File: src/hdl/shsb_pkg.sv
// ----------------------------------------------------------------------------
// shsb_pkg
// Types and constants shared by the simhash signature builder modules.
// ----------------------------------------------------------------------------
`default_nettype none

package shsb_pkg;

    localparam int unsigned NUM_BITS = 32;
    localparam int unsigned HASH_W   = 31;
    localparam int unsigned BYTE_W   = 8;
    localparam int unsigned WORDS_W  = 11;

    localparam logic [NUM_BITS-1:0] RS_STEP   = 32'd378551;
    localparam logic [NUM_BITS-1:0] RS_SEED   = 32'd63689;
    localparam logic [NUM_BITS-1:0] HASH_MASK = 32'h7FFF_FFFF;

    // Finished word on its way from the hash stage to the tally stage
    typedef struct packed {
        logic              doc_end;
        logic [HASH_W-1:0] hash;
    } fold_t;

    // Document result handed from the tally stage to the output register
    typedef struct packed {
        logic               saturated;
        logic [WORDS_W-1:0] words_seen;
        logic [HASH_W-1:0]  signature;
    } result_t;

endpackage

`default_nettype wire

File: src/hdl/simhash_signature_builder_core.sv
// ----------------------------------------------------------------------------
// simhash_signature_builder_core
// Streams text bytes, folds each word's RS hash into 32 per-bit tallies and emits
// the simhash signature and word count at the end of every document.
// ----------------------------------------------------------------------------
// Throughput: one byte transfer per cycle while input is not held back.
// A tlast transfer passes the input and fold registers into the output register.
// Input is held back only while a result waits on the output and the next
// document end has reached the tally stage.
// Reset: aresetn, synchronous; clears hash, tallies, count and all valids.
// ----------------------------------------------------------------------------
`default_nettype none

module simhash_signature_builder_core
    import shsb_pkg::*;
#(
    parameter int unsigned MAX_WORDS = 1024
) (
    input  wire logic        aclk,
    input  wire logic        aresetn,
    // Input byte stream
    input  wire logic        s_axis_tvalid,
    output logic             s_axis_tready,
    input  wire logic [7:0]  s_axis_tdata,   // [7:0] text_byte
    input  wire logic        s_axis_tuser,   // [0] word_end
    input  wire logic        s_axis_tlast,   // doc_end
    // Document results
    output logic             m_axis_tvalid,
    input  wire logic        m_axis_tready,
    output logic [47:0]      m_axis_tdata,   // [30:0] signature, [41:31] words_seen,
                                             // [47:42] zero
    output logic             m_axis_tuser    // [0] tally_saturated
);

    // Input register
    logic              in_valid_reg, in_valid_next;
    logic [BYTE_W-1:0] in_byte_reg;
    logic              in_wend_reg;
    logic              in_dend_reg;

    // Fold register between hash and tally stages
    logic              fold_valid_reg, fold_valid_next;
    fold_t             fold_reg;
    logic [HASH_W-1:0] fold_hash;

    // Output register
    logic              out_valid_reg, out_valid_next;
    result_t           out_reg;
    result_t           result;

    logic s_xfer;
    logic out_free;
    logic fold_move;
    logic fold_free;
    logic in_fold;
    logic in_move;

    // Stall chain: only a document end in the tally stage can wait on the output
    assign s_xfer    = s_axis_tvalid && s_axis_tready;
    assign out_free  = !out_valid_reg || m_axis_tready;
    assign fold_move = fold_valid_reg && (!fold_reg.doc_end || out_free);
    assign fold_free = !fold_valid_reg || fold_move;
    assign in_fold   = in_wend_reg || in_dend_reg;
    assign in_move   = in_valid_reg && (!in_fold || fold_free);

    assign s_axis_tready = !in_valid_reg || in_move;

    always_comb begin
        in_valid_next = in_valid_reg;
        if (s_xfer) begin
            in_valid_next = 1'b1;
        end else if (in_move) begin
            in_valid_next = 1'b0;
        end

        fold_valid_next = fold_valid_reg;
        if (in_move && in_fold) begin
            fold_valid_next = 1'b1;
        end else if (fold_move) begin
            fold_valid_next = 1'b0;
        end

        out_valid_next = out_valid_reg;
        if (fold_move && fold_reg.doc_end) begin
            out_valid_next = 1'b1;
        end else if (m_axis_tready) begin
            out_valid_next = 1'b0;
        end
    end

    // Control registers
    always_ff @(posedge aclk) begin
        if (!aresetn) begin
            in_valid_reg   <= 1'b0;
            fold_valid_reg <= 1'b0;
            out_valid_reg  <= 1'b0;
        end else begin
            in_valid_reg   <= in_valid_next;
            fold_valid_reg <= fold_valid_next;
            out_valid_reg  <= out_valid_next;
        end
    end

    // Payload registers: load on transfer or advance, no reset
    always_ff @(posedge aclk) begin
        if (s_xfer) begin
            in_byte_reg <= s_axis_tdata;
            in_wend_reg <= s_axis_tuser;
            in_dend_reg <= s_axis_tlast;
        end
        if (in_move && in_fold) begin
            fold_reg.doc_end <= in_dend_reg;
            fold_reg.hash    <= fold_hash;
        end
        if (fold_move && fold_reg.doc_end) begin
            out_reg <= result;
        end
    end

    shsb_hash_unit u_hash (
        .aclk      (aclk),
        .aresetn   (aresetn),
        .advance   (in_move),
        .text_byte (in_byte_reg),
        .fold_en   (in_fold),
        .fold_hash (fold_hash)
    );

    shsb_tally_bank #(
        .MAX_WORDS (MAX_WORDS)
    ) u_tally (
        .aclk    (aclk),
        .aresetn (aresetn),
        .advance (fold_move),
        .fold    (fold_reg),
        .result  (result)
    );

    assign m_axis_tvalid = out_valid_reg;
    assign m_axis_tdata  = {6'b0, out_reg.words_seen, out_reg.signature};
    assign m_axis_tuser  = out_reg.saturated;

    // A result appears only after a document end left the tally stage
    a_result_source: assert property (@(posedge aclk) disable iff (!aresetn)
        $rose(out_valid_reg) |-> $past(fold_move && fold_reg.doc_end))
        else $error("result without document end");

    // A blocked fold entry holds its contents
    a_fold_hold: assert property (@(posedge aclk) disable iff (!aresetn)
        (fold_valid_reg && !fold_move) |=> (fold_valid_reg && $stable(fold_reg)))
        else $error("fold entry lost while stalled");

    // Input is refused only while input, fold and output registers are all full
    a_ready_reason: assert property (@(posedge aclk) disable iff (!aresetn)
        !s_axis_tready |-> (in_valid_reg && fold_valid_reg && fold_reg.doc_end
                            && out_valid_reg))
        else $error("input stalled without cause");

endmodule

`default_nettype wire

File: src/hdl/shsb_hash_unit.sv
// ----------------------------------------------------------------------------
// shsb_hash_unit
// Running RS hash over the bytes of one word; restarts when a word is folded.
// ----------------------------------------------------------------------------
`default_nettype none

module shsb_hash_unit
    import shsb_pkg::*;
(
    input  wire logic              aclk,
    input  wire logic              aresetn,
    input  wire logic              advance,
    input  wire logic [BYTE_W-1:0] text_byte,
    input  wire logic              fold_en,
    output logic      [HASH_W-1:0] fold_hash
);

    logic [NUM_BITS-1:0]   hash_reg, hash_next;
    logic [NUM_BITS-1:0]   mult_reg, mult_next;
    logic [2*NUM_BITS-1:0] hash_prod;
    logic [2*NUM_BITS-1:0] mult_prod;
    logic [NUM_BITS-1:0]   byte_ext;
    logic [NUM_BITS-1:0]   hash_upd;
    logic [NUM_BITS-1:0]   hash_masked;

    // Sign-extend the byte as a signed char
    assign byte_ext  = {{(NUM_BITS-BYTE_W){text_byte[BYTE_W-1]}}, text_byte};
    assign hash_prod = {{NUM_BITS{1'b0}}, hash_reg} * {{NUM_BITS{1'b0}}, mult_reg};
    assign mult_prod = {{NUM_BITS{1'b0}}, mult_reg} * {{NUM_BITS{1'b0}}, RS_STEP};

    always_comb begin
        // A zero byte leaves the hash untouched
        if (text_byte != '0) begin
            hash_upd  = hash_prod[NUM_BITS-1:0] + byte_ext;
            mult_next = mult_prod[NUM_BITS-1:0];
        end else begin
            hash_upd  = hash_reg;
            mult_next = mult_reg;
        end
        hash_next = hash_upd;
        if (fold_en) begin
            hash_next = '0;
            mult_next = RS_SEED;
        end
    end

    assign hash_masked = hash_upd & HASH_MASK;
    assign fold_hash   = hash_masked[HASH_W-1:0];

    always_ff @(posedge aclk) begin
        if (!aresetn) begin
            hash_reg <= '0;
            mult_reg <= RS_SEED;
        end else if (advance) begin
            hash_reg <= hash_next;
            mult_reg <= mult_next;
        end
    end

endmodule

`default_nettype wire

File: src/hdl/shsb_tally_bank.sv
// ----------------------------------------------------------------------------
// shsb_tally_bank
// Saturating per-bit tallies and word count; forms the document signature.
// ----------------------------------------------------------------------------
`default_nettype none

module shsb_tally_bank
    import shsb_pkg::*;
#(
    parameter int unsigned MAX_WORDS = 1024
) (
    input  wire logic    aclk,
    input  wire logic    aresetn,
    input  wire logic    advance,
    input  wire fold_t   fold,
    output result_t      result
);

    localparam int unsigned CW = $clog2(MAX_WORDS + 1);
    localparam int unsigned TW = CW + 1;
    localparam logic signed [TW-1:0] TALLY_MAX = signed'(TW'(MAX_WORDS));
    localparam logic signed [TW-1:0] TALLY_MIN = -TALLY_MAX;
    localparam logic [CW-1:0]        COUNT_MAX = CW'(MAX_WORDS);

    logic signed [TW-1:0] tally_reg  [NUM_BITS];
    logic signed [TW-1:0] tally_next [NUM_BITS];
    logic [CW-1:0]        count_reg, count_next;
    logic                 sat_reg, sat_next;
    logic [NUM_BITS-1:0]  word_bits;
    logic [CW+WORDS_W-1:0] count_wide;
    logic [NUM_BITS-1:0]  sign_bits;

    assign word_bits = {{(NUM_BITS-HASH_W){1'b0}}, fold.hash};

    always_comb begin
        sat_next = sat_reg;
        for (int i = 0; i < NUM_BITS; i++) begin
            tally_next[i] = tally_reg[i];
            if (word_bits[i]) begin
                if (tally_reg[i] >= TALLY_MAX) begin
                    sat_next = 1'b1;
                end else begin
                    tally_next[i] = tally_reg[i] + TW'(1);
                end
            end else begin
                if (tally_reg[i] <= TALLY_MIN) begin
                    sat_next = 1'b1;
                end else begin
                    tally_next[i] = tally_reg[i] - TW'(1);
                end
            end
        end
        count_next = count_reg;
        if (count_reg >= COUNT_MAX) begin
            sat_next = 1'b1;
        end else begin
            count_next = count_reg + CW'(1);
        end
    end

    // Bit set where the tally ends up strictly positive
    always_comb begin
        for (int i = 0; i < NUM_BITS; i++) begin
            sign_bits[i] = !tally_next[i][TW-1] && (tally_next[i] != '0);
        end
    end

    assign count_wide        = {{WORDS_W{1'b0}}, count_next};
    assign result.signature  = sign_bits[HASH_W-1:0];
    assign result.words_seen = count_wide[WORDS_W-1:0];
    assign result.saturated  = sat_next;

    always_ff @(posedge aclk) begin
        if (!aresetn) begin
            for (int i = 0; i < NUM_BITS; i++) begin
                tally_reg[i] <= '0;
            end
            count_reg <= '0;
            sat_reg   <= 1'b0;
        end else if (advance) begin
            if (fold.doc_end) begin
                for (int i = 0; i < NUM_BITS; i++) begin
                    tally_reg[i] <= '0;
                end
                count_reg <= '0;
                sat_reg   <= 1'b0;
            end else begin
                for (int i = 0; i < NUM_BITS; i++) begin
                    tally_reg[i] <= tally_next[i];
                end
                count_reg <= count_next;
                sat_reg   <= sat_next;
            end
        end
    end

    // Top tally only ever sees a clear bit, so it never goes positive
    a_top_tally_nonpos: assert property (@(posedge aclk) disable iff (!aresetn)
        (tally_reg[NUM_BITS-1][TW-1] || (tally_reg[NUM_BITS-1] == '0)))
        else $error("top tally went positive");

    a_count_bounded: assert property (@(posedge aclk) disable iff (!aresetn)
        count_reg <= COUNT_MAX)
        else $error("word count beyond limit");

    a_tally_bounded: assert property (@(posedge aclk) disable iff (!aresetn)
        (tally_reg[0] <= TALLY_MAX) && (tally_reg[0] >= TALLY_MIN))
        else $error("bit tally beyond limit");

endmodule

`default_nettype wire
File: config.mk
export PLATFORM = sky130hd
export DESIGN_NAME = simhash_signature_builder_core
export DESIGN_NICKNAME = d
export VERILOG_FILES = /design/src/hdl/shsb_pkg.sv /design/src/hdl/simhash_signature_builder_core.sv /design/src/hdl/shsb_hash_unit.sv /design/src/hdl/shsb_tally_bank.sv
export SDC_FILE = /design/constraint.sdc
export NUM_CORES = 2
export LEC_CHECK = 0
export ABC_AREA = 1
export BUFFER_PORTS_ARGS = -buffer_cell sky130_fd_sc_hd__buf_2
export CORE_AREA = 2 2 331 333
export DETAILED_ROUTE_END_ITERATION = 12
export DIE_AREA = 0 0 333 335
export MAX_ROUTING_LAYER = met4
export PLACE_DENSITY = 0.74
export SLEW_MARGIN = 10
export SYNTH_ARGS = -nofsm -noshare
export SYNTH_HDL_FRONTEND = slang
export SYNTH_SLANG_ARGS = --single-unit
File: constraint.sdc
create_clock -name aclk -period 12.61 [get_ports aclk]
set_input_delay 0.6305 -clock aclk [delete_from_list [all_inputs] [get_ports aclk]]
set_output_delay 0.6305 -clock aclk [all_outputs]
set_load 0.05 [all_outputs]
==> results.toml <==
[route]
drc_errors = 0
drt-vias-per-instance = 5.40
detail-route-antenna-nets = 0
wirelength_um = 143000
detail_route.wl_per_cell_um = 16.3
via_count = 47500
dr.pass1.iters = 6
drtIter0Drc = 3439

[worst_setup_path]
crit_start = "u_hash.hash_reg[7]$_SDFFE_PN0P_"
critPathArrivalTime_ns = 8.16
setup.worst_path.end = "u_hash.hash_reg[30]$_SDFFE_PN0P_"
endpoint_kind = "flop"
r2r-end = "u_hash.hash_reg[30]$_SDFFE_PN0P_"
r2r_slack_ns = 4.90
worst-setup-path-type = "reg2reg"
cp_max_fo = 26
required_ns = 13.06
r2r-start = "u_hash.hash_reg[7]$_SDFFE_PN0P_"
cp-start-kind = "flop"
r2r_cells = 25

[timing]
finalMaxSlewViolations = 0
worst_pin_slew_ns = 1.26
rsz0062_at_grt = "no"
clock_skew_ns = 0.0505
clock.fmax_ghz = 0.130
finalSetupTns_ns = 0
timing.hold.ws_ns = 0.172
setup_viol = 0
period_share = 0.612
slew_headroom = 0.162
fin_crit_ns = 7.71
finalHoldViolations = 0
worst_slack_ns = 4.90

[global_routing]
grt.total_usage = 0.268
grt_max_degree = 186
grt_pass1_wl_um = 238000
grt-ovfl-total = 0
grt_pass1_vias = 47700
antenna_found_initial = 2

[floorplanning]
rows = 121
top_level_ports = 65
dieArea_mm2 = 0.112
initial_core_util = 0.544
die_w_um = 333
fp.dieH_um = 335
coreArea_mm2 = 0.108

[yosys]
synth_compound_area_frac = 0.0737
yosys.area_share.simple = 0.211
synth_top_area_frac = 0.233
synthTopCellsByCount = "inv_1, nand2_1, nor2_1"
yosysWarnings = 0
yosysMostFrequentCell = "inv_1"
syn_avg_cell_area_um2 = 8.01
synthMuxAreaShare = 0.000340
synthXorXnorAreaFrac = 0.0571
yosys_register_bits = 546
ys_types = 80
synth_edf_count = 457
synth_top_family_by_area = "adder cells"
netlist_area_mm2 = 0.0589
synthTopCellsByArea = "edfxtp_1, fa_1, inv_1, nand2_1, ha_1"
ys.flop_type = "edfxtp_1"
synth_fa_ha_area_frac = 0.273
synth_area_leader_cell = "edfxtp_1"
synthCells = 7351
synthArstFlopShare = 0
yosysSeqAreaShare = 0.263

[final_layout]
final_area_mm2 = 0.0627
drive_gt1_frac = 0.0535
largest_reg_flops = 384
final_util = 0.580
multiInputGateArea_mm2 = 0.0362
fillers = 9709
nNetsFinal = 8265
final_cells = 8794
syn_to_final_growth_pct = 6.58
regArea_mm2 = 0.0155

[place]
place.gp.congestion = 0.955
dp_hpwl_um = 110000
place_worst_setup_slack_ns = 5.04
port_buffers = 58
dpl_cell_area_mm2 = 0.0604
place_inst = 8671

[clocking]
cts_max_path_buffers = 3
cts-root-buf = "clkbuf_16"
clkSinkCount = 546
cts_resized = 0
ctsHoldBuffers = 0
clkTransAtPathRegs_ns = 0.06
cts_buffers = 67
cts_tree = "built"
worstSkewPairLatency_ns = 0.66
htree_num_levels = 3
post_cts_buffers = 0

[hold_path]
hold_class = "in2reg"
min-delay-start = "s_axis_tdata[1]"

[pwr]
p_total_mw = 13.6
leakage_nw = 30.1
power.density_mw_per_mm2 = 217
vdd_ir_drop_max_mv = 0.689

[flow_run]
maxCapViolCount = 0

[outcome]
status = "completed"
[how the worst min path moves through the flow]
stage,endpoint,cells past startpoint
after global routing,in_byte_reg[1]$_DFFE_PP_,1
after detailed placement,u_tally.sat_reg$_SDFFE_PN0P_,2
after CTS,in_byte_reg[1]$_DFFE_PP_,1
after global placement,u_tally.sat_reg$_SDFFE_PN0P_,2
after floorplan,u_tally.sat_reg$_SDFFE_PN0P_,2
final,in_byte_reg[1]$_DFFE_PP_,1
[power by group]
part	internal (mW)	switching (mW)	total [mW]
combinational	3.44	5.85	9.28
clock	1.22	0.823	2.04
sequential	2.11	0.176	2.28
[cell usage in the layout (no fill, tap or decap), types with 9 or more instances in the layout]
cell type,n
inv_1,1625
nand2_1,1292
nor2_1,810
fa_1,597
edfxtp_1,457
ha_1,328
nand3_1,316
xor2_1,312
a21oi_1,261
o21ai_0,224
nand4_1,137
nor3_1,125
dfxtp_1,89
clkbuf_16,71
xnor2_1,68
buf_2,58
o22ai_1,46
inv_2,43
o21ai_1,39
buf_4,37
nor4_1,36
nor2_2,33
a31oi_1,27
nand2_2,21
nor3_2,21
o31ai_1,20
or2_2,18
o211ai_1,15
o41ai_1,14
clkbuf_1,14
clkinv_1,13
or2_1,13
nand3b_1,13
a21o_1,13
o21ai_2,11
nor2_4,10
a21boi_0,10
o21bai_1,9
[cells by family after synthesis]
group,Yosys count
other cells,1
mux,2
fa+ha+maj,925
xor+xnor,382
flops,546
compound gates,745
buf+inv,1875
simple gates,2875
[routing by layer]
layer	GRT usage	share of wire
met4	0.0857	0.030
met5	-	0
met1	0.350	0.44
met2	0.436	0.47
met3	0.0333	0.059
[worst max-delay path: stages, from the launching register on]
cell,delay [ns]
dfxtp_1,1.16
nand2_1,0.21
fa_1,0.59
inv_1,0.06
fa_1,0.54
inv_1,0.06
fa_1,0.51
inv_1,0.05
fa_1,0.52
inv_1,0.07
fa_1,0.50
fa_1,0.57
inv_1,0.06
fa_1,0.51
fa_1,0.51
ha_1,0.40
a21oi_1,0.20
o21ai_0,0.11
a21oi_1,0.14
o21ai_0,0.10
nor2_1,0.21
nand3_1,0.10
nand2_1,0.09
nand2_1,0.05
nand3_1,0.10
a21oi_1,0.06
[area by class of cell]
class                   instances  area share
multi-input cells            4935       0.578
flip-flops and latches        546       0.247
inverters                    1680       0.101
clock buffers                  92      0.0307
well taps                    1414      0.0282
repair buffers                 96     0.00937
clock inverters                29     0.00606
diodes                          2   0.0000798
(Power assumes the default switching activity.)
